**src/rtl/core/fixed_block_slot_allocator_top_defines.svh**
```systemverilog
// Assertion macros shared by the allocator RTL.
`ifndef FIXED_BLOCK_SLOT_ALLOCATOR_TOP_DEFINES_SVH
`define FIXED_BLOCK_SLOT_ALLOCATOR_TOP_DEFINES_SVH

`ifndef SYNTHESIS
`define FBSA_ASSERT_IMP(label, clk, rst_n, pre, post) \
	label: assert property (@(posedge clk) disable iff (!rst_n) (pre) |-> (post)) \
		else $error("fbsa: same-cycle check failed");
`define FBSA_ASSERT_NXT(label, clk, rst_n, pre, post) \
	label: assert property (@(posedge clk) disable iff (!rst_n) (pre) |=> (post)) \
		else $error("fbsa: next-cycle check failed");
`else
`define FBSA_ASSERT_IMP(label, clk, rst_n, pre, post)
`define FBSA_ASSERT_NXT(label, clk, rst_n, pre, post)
`endif

`endif

```
**src/rtl/core/fbsa_pkg.sv**
```systemverilog
// Types and constants shared by the fixed block slot allocator.
package fbsa_pkg;

	localparam int ADDR_W    = 32;
	localparam int SIZE_W    = 16;
	localparam int COUNT_W   = 6;
	localparam int FUNC_W    = 2;
	localparam int STATUS_W  = 2;
	localparam int CFG_IDX_W = 2;

	localparam logic [FUNC_W-1:0] FUNC_ALLOC   = 2'd0;
	localparam logic [FUNC_W-1:0] FUNC_RELEASE = 2'd1;
	localparam logic [FUNC_W-1:0] FUNC_CLEAR   = 2'd2;

	localparam logic [STATUS_W-1:0] ST_OK        = 2'd0;
	localparam logic [STATUS_W-1:0] ST_FULL      = 2'd1;
	localparam logic [STATUS_W-1:0] ST_NOT_FOUND = 2'd2;

	localparam logic [CFG_IDX_W-1:0] CFG_BASE_ADDRESS = 2'd0;
	localparam logic [CFG_IDX_W-1:0] CFG_BLOCK_SIZE   = 2'd1;
	localparam logic [CFG_IDX_W-1:0] CFG_BLOCK_COUNT  = 2'd2;

	localparam logic [ADDR_W-1:0]  RST_BASE_ADDRESS = '0;
	localparam logic [SIZE_W-1:0]  RST_BLOCK_SIZE   = 16'd1;
	localparam logic [COUNT_W-1:0] RST_BLOCK_COUNT  = 6'd32;

	typedef struct packed {
		logic [FUNC_W-1:0] func;
		logic [ADDR_W-1:0] block_address;
	} req_item_t;

	typedef struct packed {
		logic [STATUS_W-1:0] status;
		logic [ADDR_W-1:0]   granted_address;
		logic [COUNT_W-1:0]  used_count;
		logic [COUNT_W-1:0]  free_count;
		logic [COUNT_W-1:0]  high_watermark;
	} rsp_item_t;

	typedef enum logic [1:0] {
		S_IDLE,
		S_SCAN,
		S_FINISH
	} state_t;

	typedef struct packed {
		logic start;
		logic step;
		logic load;
	} dp_cmd_t;

	typedef struct packed {
		logic scan_done;
	} dp_status_t;

endpackage

```
**src/rtl/core/fbsa_ctrl.sv**
```systemverilog
// Sequencer for the allocator: accepts an item, walks the slots, hands off the result.
module fbsa_ctrl (
	input  logic                clk,
	input  logic                arst_n,
	input  logic                req_valid,
	output logic                req_stall,
	output logic                rsp_valid,
	input  logic                rsp_stall,
	output fbsa_pkg::dp_cmd_t    cmd,
	input  fbsa_pkg::dp_status_t stat
);
	import fbsa_pkg::*;

	state_t state_q;
	state_t state_nxt;
	logic   rsp_valid_q;
	logic   rsp_free;

	// The output register can take a new item when empty or being drained.
	assign rsp_free = !rsp_valid_q || !rsp_stall;

	always_comb begin
		state_nxt = state_q;
		case (state_q)
			S_IDLE: begin
				if (req_valid) begin
					state_nxt = S_SCAN;
				end
			end
			S_SCAN: begin
				if (stat.scan_done) begin
					state_nxt = S_FINISH;
				end
			end
			S_FINISH: begin
				if (rsp_free) begin
					state_nxt = S_IDLE;
				end
			end
			default: state_nxt = S_IDLE;
		endcase
	end

	always_comb begin
		req_stall = 1'b1;
		cmd       = '0;
		case (state_q)
			S_IDLE: begin
				req_stall = 1'b0;
				cmd.start = req_valid;
			end
			S_SCAN: begin
				cmd.step = !stat.scan_done;
			end
			S_FINISH: begin
				cmd.load = rsp_free;
			end
			default: begin
				req_stall = 1'b1;
			end
		endcase
	end

	always_ff @(posedge clk or negedge arst_n) begin
		if (!arst_n) begin
			state_q     <= S_IDLE;
			rsp_valid_q <= 1'b0;
		end else begin
			state_q <= state_nxt;
			if (cmd.load) begin
				rsp_valid_q <= 1'b1;
			end else if (!rsp_stall) begin
				rsp_valid_q <= 1'b0;
			end
		end
	end

	assign rsp_valid = rsp_valid_q;

endmodule

```
**src/rtl/core/fbsa_dp.sv**
```systemverilog
// Datapath: configuration, slot map, address walker, counters and result register.
module fbsa_dp #(
	parameter int MAX_BLOCKS = 32
) (
	input  logic                                clk,
	input  logic                                arst_n,
	input  logic                                cfg_we,
	input  logic [fbsa_pkg::CFG_IDX_W-1:0]       cfg_index,
	input  logic [fbsa_pkg::ADDR_W-1:0]          cfg_data,
	input  fbsa_pkg::req_item_t                  req,
	input  fbsa_pkg::dp_cmd_t                    cmd,
	output fbsa_pkg::dp_status_t                 stat,
	output fbsa_pkg::rsp_item_t                  rsp
);
	import fbsa_pkg::*;

	localparam int CNT_W  = $clog2(MAX_BLOCKS + 1);
	localparam int SLOT_W = (MAX_BLOCKS > 1) ? $clog2(MAX_BLOCKS) : 1;

	logic [ADDR_W-1:0]     base_q;
	logic [SIZE_W-1:0]     size_q;
	logic [COUNT_W-1:0]    count_q;
	logic [MAX_BLOCKS-1:0] slot_used_q;
	logic [COUNT_W-1:0]    peak_q;

	logic [FUNC_W-1:0]     func_q;
	logic [ADDR_W-1:0]     addr_q;
	logic [CNT_W-1:0]      cnt_q;
	logic [ADDR_W-1:0]     acc_q;
	logic [CNT_W-1:0]      used_q;
	logic                  found_q;
	logic [ADDR_W-1:0]     grant_q;
	rsp_item_t             rsp_q;

	logic [CNT_W-1:0]      n_act;
	logic [SLOT_W-1:0]     idx;
	logic                  cur_bit;
	logic                  is_alloc;
	logic                  is_rel;
	logic                  hit;
	logic                  new_bit;
	logic [COUNT_W-1:0]    used6;
	logic [COUNT_W-1:0]    free6;
	logic [COUNT_W-1:0]    peak_nxt;
	logic [STATUS_W-1:0]   status_nxt;

	// Active slots: block_count saturated at the pool depth.
	assign n_act = (32'(count_q) >= MAX_BLOCKS) ? CNT_W'(MAX_BLOCKS) : CNT_W'(count_q);

	assign idx      = cnt_q[SLOT_W-1:0];
	assign cur_bit  = slot_used_q[idx];
	assign is_alloc = (func_q == FUNC_ALLOC);
	assign is_rel   = (func_q == FUNC_RELEASE);

	// Only the first free slot (allocate) or first address match (release) is taken.
	assign hit     = !found_q && ((is_alloc && !cur_bit) || (is_rel && (acc_q == addr_q)));
	assign new_bit = hit ? is_alloc : cur_bit;

	assign stat.scan_done = (cnt_q == n_act);

	// The active count never exceeds 63, so the narrowing below loses nothing.
	assign used6    = COUNT_W'(used_q);
	assign free6    = COUNT_W'(n_act - used_q);
	assign peak_nxt = (is_alloc && found_q && (used6 > peak_q)) ? used6 : peak_q;

	always_comb begin
		case (func_q)
			FUNC_ALLOC:   status_nxt = found_q ? ST_OK : ST_FULL;
			FUNC_RELEASE: status_nxt = found_q ? ST_OK : ST_NOT_FOUND;
			default:      status_nxt = ST_OK;
		endcase
	end

	always_ff @(posedge clk or negedge arst_n) begin
		if (!arst_n) begin
			base_q      <= RST_BASE_ADDRESS;
			size_q      <= RST_BLOCK_SIZE;
			count_q     <= RST_BLOCK_COUNT;
			slot_used_q <= '0;
			peak_q      <= '0;
		end else begin
			if (cfg_we) begin
				case (cfg_index)
					CFG_BASE_ADDRESS: base_q  <= cfg_data;
					CFG_BLOCK_SIZE:   size_q  <= cfg_data[SIZE_W-1:0];
					CFG_BLOCK_COUNT:  count_q <= cfg_data[COUNT_W-1:0];
					default:          ;
				endcase
			end
			if (cmd.start && (req.func == FUNC_CLEAR)) begin
				slot_used_q <= '0;
				peak_q      <= '0;
			end
			if (cmd.step) begin
				slot_used_q[idx] <= new_bit;
			end
			if (cmd.load) begin
				peak_q <= peak_nxt;
			end
		end
	end

	always_ff @(posedge clk) begin
		if (cmd.start) begin
			func_q  <= req.func;
			addr_q  <= req.block_address;
			cnt_q   <= '0;
			acc_q   <= base_q;
			used_q  <= '0;
			found_q <= 1'b0;
			grant_q <= '0;
		end
		if (cmd.step) begin
			cnt_q  <= cnt_q + CNT_W'(1);
			acc_q  <= acc_q + ADDR_W'(size_q);
			used_q <= used_q + CNT_W'(new_bit);
			if (hit) begin
				found_q <= 1'b1;
				if (is_alloc) begin
					grant_q <= acc_q;
				end
			end
		end
		if (cmd.load) begin
			rsp_q.status          <= status_nxt;
			rsp_q.granted_address <= grant_q;
			rsp_q.used_count      <= used6;
			rsp_q.free_count      <= free6;
			rsp_q.high_watermark  <= peak_nxt;
		end
	end

	assign rsp = rsp_q;

endmodule

```
**src/rtl/core/fixed_block_slot_allocator_top.sv**
```systemverilog
// Fixed block slot allocator: top level with sequencer, datapath and checks.
//
// Requests enter on req (func, block_address) with req_valid/req_stall and
// results leave on rsp with rsp_valid/rsp_stall; each request yields one result.
// Allocate grants the lowest free slot, release clears the lowest slot whose
// address matches, clear empties the pool and its high watermark.
// Configuration registers (0 base address, 1 block size, 2 block count) are
// written over cfg_valid/cfg_index/cfg_data; cfg_ready is always high and
// writes are expected only while the block is idle.
// The slot walker visits one slot per cycle over the n active slots
// (n = min(block_count, MAX_BLOCKS)); req_stall stays high from the accepting
// edge until the result is loaded into the result register.
// The result register lets the next request be walked while a result is
// still stalled; that request then waits in its last step until the
// register drains. Reset empties every slot, clears the watermark and loads
// the register defaults (base 0, size 1, count 32).
`include "fixed_block_slot_allocator_top_defines.svh"

module fixed_block_slot_allocator_top #(
	parameter int MAX_BLOCKS = 32
) (
	input  logic                           clk,
	input  logic                           arst_n,
	input  logic                           req_valid,
	output logic                           req_stall,
	input  fbsa_pkg::req_item_t             req,
	output logic                           rsp_valid,
	input  logic                           rsp_stall,
	output fbsa_pkg::rsp_item_t             rsp,
	input  logic                           cfg_valid,
	output logic                           cfg_ready,
	input  logic [fbsa_pkg::CFG_IDX_W-1:0]  cfg_index,
	input  logic [fbsa_pkg::ADDR_W-1:0]     cfg_data
);
	import fbsa_pkg::*;

	dp_cmd_t    cmd;
	dp_status_t stat;

	assign cfg_ready = 1'b1;

	fbsa_ctrl u_ctrl (
		.clk       (clk),
		.arst_n    (arst_n),
		.req_valid (req_valid),
		.req_stall (req_stall),
		.rsp_valid (rsp_valid),
		.rsp_stall (rsp_stall),
		.cmd       (cmd),
		.stat      (stat)
	);

	fbsa_dp #(
		.MAX_BLOCKS (MAX_BLOCKS)
	) u_dp (
		.clk       (clk),
		.arst_n    (arst_n),
		.cfg_we    (cfg_valid && cfg_ready),
		.cfg_index (cfg_index),
		.cfg_data  (cfg_data),
		.req       (req),
		.cmd       (cmd),
		.stat      (stat),
		.rsp       (rsp)
	);

	// A request is walked alone: the block is busy right after taking one.
	`FBSA_ASSERT_NXT(a_busy_after_accept, clk, arst_n, req_valid && !req_stall, req_stall)
	// A full pool has no free slot and grants nothing.
	`FBSA_ASSERT_IMP(a_full_consistent, clk, arst_n, rsp_valid && (rsp.status == ST_FULL), (rsp.free_count == '0) && (rsp.granted_address == '0))
	// A drained result without a new load leaves the output empty.
	`FBSA_ASSERT_NXT(a_rsp_drains, clk, arst_n, rsp_valid && !rsp_stall && !cmd.load, !rsp_valid)

endmodule
```
**config.mk**
```make
export PLATFORM = sky130hd
export DESIGN_NAME = fixed_block_slot_allocator_top
export DESIGN_NICKNAME = d
export VERILOG_FILES = /design/src/rtl/core/fbsa_pkg.sv /design/src/rtl/core/fbsa_ctrl.sv /design/src/rtl/core/fbsa_dp.sv /design/src/rtl/core/fixed_block_slot_allocator_top.sv
export VERILOG_INCLUDE_DIRS = /design/src /design/src/rtl/core
export SDC_FILE = /design/constraint.sdc
export NUM_CORES = 1
export LEC_CHECK = 0
export BUFFER_PORTS_ARGS = -buffer_cell sky130_fd_sc_hd__buf_2
export CAP_MARGIN = 10
export CORE_MARGIN = 5
export CORE_UTILIZATION = 55
export CTS_CLUSTER_DIAMETER = 60
export DETAILED_ROUTE_END_ITERATION = 10
export GPL_TIMING_DRIVEN = 1
export PLACE_DENSITY = 0.72
export SYNTH_ARGS = -nofsm -noshare
export SYNTH_HDL_FRONTEND = slang
export SYNTH_SLANG_ARGS = --single-unit
```
**constraint.sdc**
```tcl
create_clock -name clk -period 5.46 [get_ports clk]
set_clock_uncertainty 0.05 [all_clocks]
set_input_delay 0.273 -clock clk [delete_from_list [all_inputs] [get_ports clk]]
set_output_delay 0.273 -clock clk [all_outputs]
set_load 0.05 [all_outputs]
```
==> After elaboration in Yosys (flattened, before gate mapping) <==
Cells that the tools add are included.
{ "classes": {"order_cmp": 4, "eq_ne": 12, "reduce_logical": 23, "n_mux": 37, "addsub": 4} }
{ "ops": {"columns": ["op", "n"], "rows": [
  ["2-to-1 mux 32 bit", 8],
  ["2-to-1 mux 6 bit", 7],
  ["adder 32 x 16 -> 32 bit", 1],
  ["bitwise mux 32 bit", 1],
  ["== test 32 bit", 1],
  ["2-to-1 mux 1 bit", 13],
  ["2-to-1 mux 2 bit", 4],
  ["logical AND 1 bit", 7],
  ["adder 6 x 1 -> 6 bit", 1],
  ["adder 6 x 1 -> 6 bit (second input constant)", 1],
  ["== test 2 x 1 -> 1 bit (second input constant)", 3],
  ["== test 2 bit (second input constant)", 3],
  ["== test 6 bit", 1],
  ["greater-or-equal comparator 6 bit (second input constant)", 1],
  ["greater-than comparator 6 bit", 1],
  ["logical NOT 2 bit", 3],
  ["less-than comparator 5 x 6 -> 1 bit (second input constant)", 1],
  ["inequality test 2 x 1 -> 1 bit (second input constant)", 3],
  ["case mux 2 bit (3 select lines)", 1],
  ["AND reduction 2 bit", 3],
  ["subtractor 6 bit", 1],
  ["binary-select mux 1 bit (select 5 bit)", 1],
  ["demux 1 bit (select 5 bit)", 1],
  ["greater-or-equal comparator 5 x 1 -> 1 bit (second input constant)", 1],
  ["6 further kinds", 12]
]} }
{ "totals": {"out_inout_bits": 55, "register_bits": 258, "inputBits": 73, "wordCells": 99} }

==> Logic depth before layout (Yosys ltp) <==
Gate-level depths: netlist of run 1.
{ "depth": {"depth_word": 9, "mapped_depth": 14, "mapped_depth_nobuf": 11} }

==> Modules after synthesis <==
A second synthesis of run 1 with hierarchy kept.
{ "hier_totals": {"hier_cells": 1008, "area_unflattened_um2": 12040.3} }
{ "by_module_without_submodules": {"columns": ["mod", "cells_each", "n_inst", "seq_area_each_um2", "area_per_inst_um2"], "rows": [
  ["fbsa_dp", 990, 1, 6869.1, 11878.9],
  ["fbsa_ctrl", 16, 1, 75.1, 150.1],
  ["fixed_block_slot_allocator_top", 2, 1, 0.0, 11.3]
]} }

==> Least setup slack after synthesis of run 1 <==
OpenSTA, ideal clock, no wires.
{ "synth_timing": {"kind": "register to register", "start": "reg u_ctrl.rsp_valid_q, in the netlist u_ctrl.rsp_valid", "end": "reg u_dp.peak_q[0]", "setup_time_ns": 0.079, "synth_period_minus_slack_ns": 4.156, "setup_slack_ns": 1.304, "arrival_ns": 4.026, "path_stages_with_launch": 5, "t_required_ns": 5.331, "n_path_buf": 1, "path_cell_list": "dfrtp_1 a21oi_1 and2_1 clkbuf_1 mux2i_1"} }
{ "synth_rtl": {"columns": ["item", "line_no", "source"], "rows": [
  ["start, declared", "fbsa_ctrl.sv:16", "logic rsp_valid_q;"],
  ["start signal, assigned", "fbsa_ctrl.sv:67", "rsp_valid_q <= 1'b0;"],
  ["start signal, assigned", "fbsa_ctrl.sv:71", "rsp_valid_q <= 1'b1;"],
  ["start signal, assigned", "fbsa_ctrl.sv:73", "rsp_valid_q <= 1'b0;"],
  ["end signal, assigned", "fbsa_dp.sv:98", "peak_q <= peak_nxt;"],
  ["end, declared", "fbsa_dp.sv:24", "logic [COUNT_W-1:0] peak_q;"]
]} }

==> Worst setup path in the final report of run 1 <==
{ "layout_timing": {"start": "reg u_dp.acc_q[4]", "end": "reg u_dp.acc_q[17], data pin"} }
{ "layout_via": {"elab_chain_cells": 2} }
{ "layout_rtl": {"columns": ["item", "line_no", "source"], "rows": [
  ["start, declared", "fbsa_dp.sv:29", "logic [ADDR_W-1:0] acc_q;"],
  ["start signal, assigned", "fbsa_dp.sv:108", "acc_q <= base_q;"],
  ["start signal, assigned", "fbsa_dp.sv:115", "acc_q <= acc_q + ADDR_W'(size_q);"],
  ["adder 32 x 16 -> 32 bit", "fbsa_dp.sv:115", null],
  ["2-to-1 mux 32 bit", "fbsa_dp.sv:113", "if (cmd.step) begin"]
]} }
No other way between the ends.
A chain may end at the register's enable or synchronous reset.

==> results of run 1 <==
final timing paths:
check	start	endpoint	slack, ns	cells past startpoint
max in group asynchronous	arst_n	u_dp.slot_used_q[24]$_DFF_PN0_	3.92	3
setup reg to reg	u_dp.acc_q[4]$_DFFE_PP_	u_dp.acc_q[17]$_DFFE_PP_	2.32	8
min in group asynchronous	arst_n	u_dp.base_q[26]$_DFFE_PN0P_	0.24	2
hold / removal	cfg_data[0]	u_dp.size_q[0]$_DFFE_PN1P_	0.03	2
setup / recovery	u_dp.acc_q[4]$_DFFE_PP_	u_dp.acc_q[17]$_DFFE_PP_	2.32	8
hold reg to reg	u_dp.grant_q[12]$_DFF_P_	u_dp.rsp[30]$_DFFE_PP_	0.38	0
power groups by stage:
stage,registers (mW),logic (mW),clock network [mW]
floorplan,3.11,2.09,0
global placement,3.28,2.58,0
detailed placement,3.30,2.63,0
CTS,3.27,2.71,1.83
global route,3.34,3.01,1.92
finish,3.27,2.72,1.80
stage by stage:
| stage | std cells | hold WS [ns] | setup slack (ns) |
|---|---|---|---|
| after floorplan | 984 | -0.07259 | 1.304 |
| after global placement | 1350 | 0.2488 | 2.457 |
| after detailed placement | 1350 | 0.2465 | 2.412 |
| after CTS | 1467 | 0.01026 | 2.374 |
| after global routing | 1467 | 0.01988 | 2.144 |
| final | 1467 | 0.03213 | 2.319 |
logic make-up after synthesis:
| kind of cell | after synthesis | share of synthesized area [%] |
|---|---|---|
| flip-flops | 258 | 58.37 |
| other | 1 | 0.03152 |
| buffers and inverters | 101 | 3.712 |
| multiplexers | 109 | 9.991 |
| AND/OR/NAND/NOR | 238 | 9.665 |
| adder cells (fa/ha/maj) | 35 | 3.807 |
| AO/OA/AOI/OAI | 166 | 8.834 |
| XOR/XNOR | 76 | 5.595 |
synthesized netlist by cell type, types with 9 or more instances:
master    instances  area (um^2)
xnor2_1          63        551.8
dfrtp_1          93         2327
nand2_1          95        356.6
inv_1            55        206.5
xor2_1           13        113.9
ha_1             33        412.9
o21ai_0          70        350.3
o211ai_1         14        105.1
mux2i_1          49        490.5
nand3_1          58        290.3
nor2_1           25        93.84
edfxtp_1        130         3904
a21oi_1          27        135.1
nand4_1          11        68.82
dfxtp_1          33        660.6
clkbuf_1         29        108.9
o31ai_1           9        67.56
mux2_2           58        653.1
cell usage in the layout (no fill, tap or decap), types with 10 or more instances in the layout:
| cell | instances |
|---|---|
| xnor2_1 | 63 |
| clkbuf_16 | 29 |
| clkbuf_1 | 10 |
| o211ai_1 | 14 |
| nor2_1 | 25 |
| dfxtp_1 | 33 |
| o21ai_0 | 70 |
| inv_1 | 55 |
| dfrtp_1 | 93 |
| nand2_1 | 94 |
| xor2_1 | 13 |
| dlygate4sd3_1 | 67 |
| edfxtp_1 | 130 |
| a21oi_1 | 26 |
| nand4_1 | 11 |
| mux2_2 | 58 |
| buf_2 | 125 |
| nand3_1 | 58 |
| buf_4 | 12 |
| ha_1 | 33 |
| mux2i_1 | 49 |
per-layer routing:
layer  vias up  global-route usage, %  share of wire [%]
li1       3899                      -                  -
met1      4101                  30.65                 41
met2       263                  41.58                 50
met3        50                  3.739                6.0
met4         0                  5.367                2.1
met5         -                      0                  0
worst max-delay path, stage by stage (launching register included):
cell and delay [ns]:
edfxtp_1 0.43, ha_1 0.39, o211ai_1 0.11, o21ai_0 0.37
o2111ai_1 0.26, a211oi_2 0.63, o21ai_0 0.23, xnor2_1 0.16
mux2_2 0.26
area by class of cell:
class / count / area share [%]
sequential: 258 / 48.56
multi-input combinational: 625 / 31.76
timing repair buffer: 204 / 9.695
clock buffer: 42 / 5.626
tap: 275 / 2.406
inverter: 55 / 1.444
clock inverter: 8 / 0.5075
sequential cells by signal, summed over array words and instances (netlist names):
register and cells:
u_ctrl.rsp_valid 1, u_ctrl.state_q 2, u_dp.acc_q 32, u_dp.addr_q 32, u_dp.base_q 32, u_dp.cnt_q 6
u_dp.count_q 6, u_dp.found_q 1, u_dp.func_q 2, u_dp.grant_q 32, u_dp.peak_q 6, u_dp.rsp 52
u_dp.size_q 16, u_dp.slot_used_q 32, u_dp.used6 6
==> flow_summary.json, run 1 <==
{
  "status": "completed",
  "synth-edff-count": 130,
  "total_power_mw": 7.797,
  "gp_congestion": 0.8768,
  "routed_wirelength_um": 28490,
  "setup_viol": 0,
  "grt_max_degree": 64,
  "via_count": 8313,
  "wl_per_cell_um": 19.42,
  "finalHoldViolations": 0,
  "dp_hpwl_um": 18460,
  "drc_errors": 0,
  "antenna_left": 0,
  "grt_pass1_vias": 8639,
  "netSwitchingFraction_pct": 36.74,
  "area_growth_syn_to_layout_pct": 20.19,
  "power.density_mw_per_mm2": 545.3,
  "synthArstFlopShare_pct": 36.82,
  "clockBufferDepth": 3,
  "multi_input_area_mm2": 0.004542,
  "fin_util_pct": 67.60,
  "worstSkewPairLatency_ns": 0.54,
  "arrival_ns": 3.38,
  "antenna_found_initial": 0,
  "htreeDepth": 1,
  "tritoncts": "yes",
  "clkPwrFrac_pct": 23.1,
  "crit_type": "flop to flop",
  "fp.dieW_um": 157.1,
  "seq_area_frac_synth_pct": 58.37,
  "dr.pass1.iters": 5,
  "layout.nets": 1279,
  "rows": 53,
  "netlist_area_mm2": 0.01190,
  "crit_fanout": 8,
  "viasPerCell": 5.667,
  "finalInstanceArea_mm2": 0.01430,
  "drv_slew": 0,
  "cts.sinks": 258,
  "ys_ff_latch": 258,
  "cts_resized": 0,
  "die_h_um": 157.1,
  "p_int_mw": 4.932,
  "synthesis.nets": 1092,
  "synth_area_per_cell_um2": 12.09,
  "num_io_pins": 128,
  "switching_power_mw": 2.865,
  "grt_setup_unrepaired": "no",
  "ir_drop_v": 0.0003122,
  "crit_path_start_kind": "flop",
  "grt.overflow.total": 0,
  "port_buffers": 126,
  "yosysUniqueCellTypes": 62,
  "drive_gt1_share_pct": 21.48,
  "regArea_mm2": 0.006944,
  "critPathRequiredTime_ns": 5.70,
  "place_area_mm2": 0.01275,
  "maxCapViolations": 0,
  "min_path_type": "input port to flop",
  "tightest_slew_ns": 1.078,
  "relSlewSlack_pct": 27.89,
  "setup_tns_ns": 0,
  "first_iter_violations": 740,
  "cts_hold_buffers": 67,
  "synth_cells": 984,
  "die_area_mm2": 0.02467,
  "max_freq_mhz": 318.4,
  "fillCellCount": 1551,
  "postCtsSetupBuffers": 0,
  "clkTransAtPathRegs_ns": 0.06,
  "synth_flop_cell": "edfxtp_1",
  "period_needed_ns": 3.141,
  "cts-buffers-inserted": 27,
  "post-route-period-util_pct": 57.53,
  "p_seq_share_pct": 42.0,
  "start_util_pct": 56.24,
  "core-area_mm2": 0.02115,
  "p_leak_nw": 5.940,
  "cts-root-buf": "clkbuf_16",
  "yosysWarnings": 0,
  "p_comb_share_pct": 34.9,
  "critPathCaptureType": "flop",
  "grtUsageTotal_pct": 23.48,
  "antenna_cells": 0,
  "grt_first_pass_wirelength_um": 45760
}
No activity file was read; power rests on OpenSTA's default activity.
==> inputs of run 2 (changes only) <==
--- a/config.mk
+++ b/config.mk
@@ -9,11 +9,11 @@
 export BUFFER_PORTS_ARGS = -buffer_cell sky130_fd_sc_hd__buf_2
 export CAP_MARGIN = 10
 export CORE_MARGIN = 5
-export CORE_UTILIZATION = 55
+export CORE_UTILIZATION = 53
 export CTS_CLUSTER_DIAMETER = 60
 export DETAILED_ROUTE_END_ITERATION = 10
 export GPL_TIMING_DRIVEN = 1
-export PLACE_DENSITY = 0.72
+export PLACE_DENSITY = 0.73
 export SYNTH_ARGS = -nofsm -noshare
 export SYNTH_HDL_FRONTEND = slang
 export SYNTH_SLANG_ARGS = --single-unit
==> constraint.sdc (replaced) <==
create_clock -name clk -period 2.7 [get_ports clk]
set_clock_uncertainty 0.05 [all_clocks]
set_input_delay 0.135 -clock clk [delete_from_list [all_inputs] [get_ports clk]]
set_output_delay 0.135 -clock clk [all_outputs]
set_load 0.05 [all_outputs]
==> run 2 against run 1 <==
  * The run now ends with setup timing left
  * Combinational power increased by 140%
  * Die area increased by 3.5%
  * Core utilization increased by 1.3 points
  * Worst hold slack improved by 0.073 ns
  * Final area increased by 5.9%
  * Register-to-register slack got worse by 2.4 ns
  * Total power increased by 120%
  * Critical path depth increased by 3
  * Sequential share of layout area decreased by 2.7 points
  * Clock power increased by 130%
  * Largest cell class unchanged
  * Largest power group is now combinational cells
==> flow_summary.json, run 2 (same netlist as run 1, synthesis figures left out) <==
{
  "total_power_mw": 17.21,
  "htreeDepth": 1,
  "num_io_pins": 128,
  "layout_commonest_cell": "edfxtp_1",
  "critPathCaptureType": "flop",
  "grtUsageTotal_pct": 22.71,
  "worst_slack_ns": -0.05048,
  "via_count": 8558,
  "drc_errors": 0,
  "power.density_mw_per_mm2": 1137,
  "use_met1_pct": 29.53,
  "fin_cells": 1545,
  "grt_pass1_vias": 8906,
  "cpPeakStageDelay_ns": 0.55,
  "fp.dieW_um": 159.8,
  "cp_cell_sequence": "ha_4, inv_2, fa_2, nor2b_2, o2111a_1, o41a_4, o2111ai_4, buf_4, a21oi_1, xnor2_1, o21ai_0",
  "layout.nets": 1350,
  "crit_type": "flop to flop",
  "min_path_type": "input port to flop",
  "drv_slew": 0,
  "gp_congestion": 0.8593,
  "cts-root-buf": "clkbuf_16",
  "core-area_mm2": 0.02196,
  "cts-buffers-inserted": 27,
  "die_h_um": 159.8,
  "fin_util_pct": 68.94,
  "grt_first_pass_wirelength_um": 47130,
  "wl_per_cell_um": 19.01,
  "clockBufferDepth": 3,
  "max_freq_mhz": 363.6,
  "violations": "setup timing",
  "period_needed_ns": 2.750,
  "slowest_stage": "dfstp_2",
  "hold_ws_ns": 0.1047,
  "port_buffers": 126,
  "use_met3_pct": 3.608,
  "start_util_pct": 54.18,
  "crit_path_start_kind": "flop",
  "dp_cells": 1419,
  "setup_viol": 5,
  "tritoncts": "yes",
  "maxCapViolations": 0,
  "grt_setup_unrepaired": "yes",
  "antenna_left": 0,
  "drive_gt1_share_pct": 27.47,
  "gr-usage-met2_pct": 40.13,
  "antenna_found_initial": 2,
  "p_leak_nw": 6.362,
  "tightest_slew_ns": 1.101,
  "post-route-period-util_pct": 101.9,
  "cts.sinks": 258,
  "status": "complete, but fails checks",
  "grt_max_degree": 81,
  "rows": 54,
  "crit_fanout": 6,
  "ir_drop_v": 0.0005521,
  "clkTransAtPathRegs_ns": 0.06,
  "worstSkewPairLatency_ns": 0.53,
  "arrival_ns": 2.97,
  "first_iter_violations": 611,
  "grt.overflow.total": 0,
  "finalHoldViolations": 0,
  "largest_register_ffs": 52,
  "viasPerCell": 5.539,
  "dp_hpwl_um": 19420,
  "final_cell_mix": "edfxtp_1 (130), buf_2 (125), nand2_1 (94), dfrtp_1 (93), buf_4 (78)",
  "dr.pass1.iters": 5,
  "relSlewSlack_pct": 26.61,
  "grt.busiest_layer": "met2",
  "routed_wirelength_um": 29370,
  "area_growth_syn_to_layout_pct": 27.24,
  "critPathRequiredTime_ns": 2.92,
  "die_area_mm2": 0.02554
}
==> run 2: cell types whose count changed in the layout (fill, tap and decap cells not counted), sizes merged <==
| cell | delta |
|---|---|
| buf | +70 |
| bufinv | +7 |
| clkbuf | -11 |
| clkinv | +2 |
| clkinvlp | +2 |
| diode | +2 |
| dlygate4sd3 | +1 |
==> run 2: repair_timing <==
action | CTS | global route
buffers inserted | 1 | 5
gates resized for setup | 5 | 16
endpoints found under the setup margin | 9 | 30
hold endpoints to repair | 166 | 0
pin swaps | 7 | 9
hold buffers | 68 | 0
==> run 2: final timing paths <==
| check | start | slack [ns] | cells past startpoint | endpoint |
|---|---|---|---|---|
| setup / recovery | u_dp.size_q[0]$_DFFE_PN1P_ | -0.05 | 11 | u_dp.acc_q[22]$_DFFE_PP_ |
| min in group asynchronous | arst_n | 0.27 | 2 | u_dp.base_q[23]$_DFFE_PN0P_ |
| hold / removal | req_valid | 0.10 | 4 | u_ctrl.state_q[0]$_DFFE_PN0P_ |
| setup reg to reg | u_dp.size_q[0]$_DFFE_PN1P_ | -0.05 | 11 | u_dp.acc_q[22]$_DFFE_PP_ |
| max in group asynchronous | arst_n | 1.50 | 3 | u_dp.size_q[9]$_DFFE_PN0P_ |
| hold reg to reg | u_dp.grant_q[10]$_DFF_P_ | 0.38 | 0 | u_dp.rsp[28]$_DFFE_PP_ |
==> run 2: report_power, final <==
group / internal [mW] / total [mW] / switching, mW
combinational: 2.92 / 6.62 / 3.70
sequential: 5.60 / 6.43 / 0.827
clock: 2.62 / 4.16 / 1.53
total: 11.1 / 17.2 / 6.07
==> run 2: routing by layer <==
layer  part of all wire (%)  routed length (um)  vias up
li1                       -                   -     4044
met1                     43               12530     4238
met2                     50               14730      240
met3                    5.3                1567       36
met4                    1.9                 545        0
met5                      0                   0        -
==> run 2: per-stage QoR <==
step           setup slack (ns)  setup TNS (ns)  cell area (um^2)
4_1_cts                -0.02724        -0.06726             15040
3_5_place_dp            -0.1437         -0.4660             13330
6_report               -0.05048         -0.1257             15140
5_1_grt                 -0.1622          -1.210             15140
2_1_floorplan          -0.08849          -3.946             11970
3_3_place_gp           -0.08767         -0.2070             13330
==> run 2: area by class of cell <==
type / instances / area, um^2
flip-flops and latches: 258 / 6944
well taps: 280 / 350.3
repair buffers: 275 / 1963
multi-input cells: 625 / 4668
diodes: 2 / 5.005
inverters: 55 / 206.4
fillers: 1573 / 6820
clock buffers: 31 / 700.7
clock inverters: 19 / 300.3
==> run 2: worst max-delay path, delay by kind of cell, from the launching register on <==
family	cells	cell delay [ns]
xor gates and xnor gates	1	0.14
DFF	1	0.55
and+or+nand+nor	1	0.15
buffers and inverters	2	0.25
AOI/OAI and AO/OA	5	0.83
adders and majority gates	2	0.51
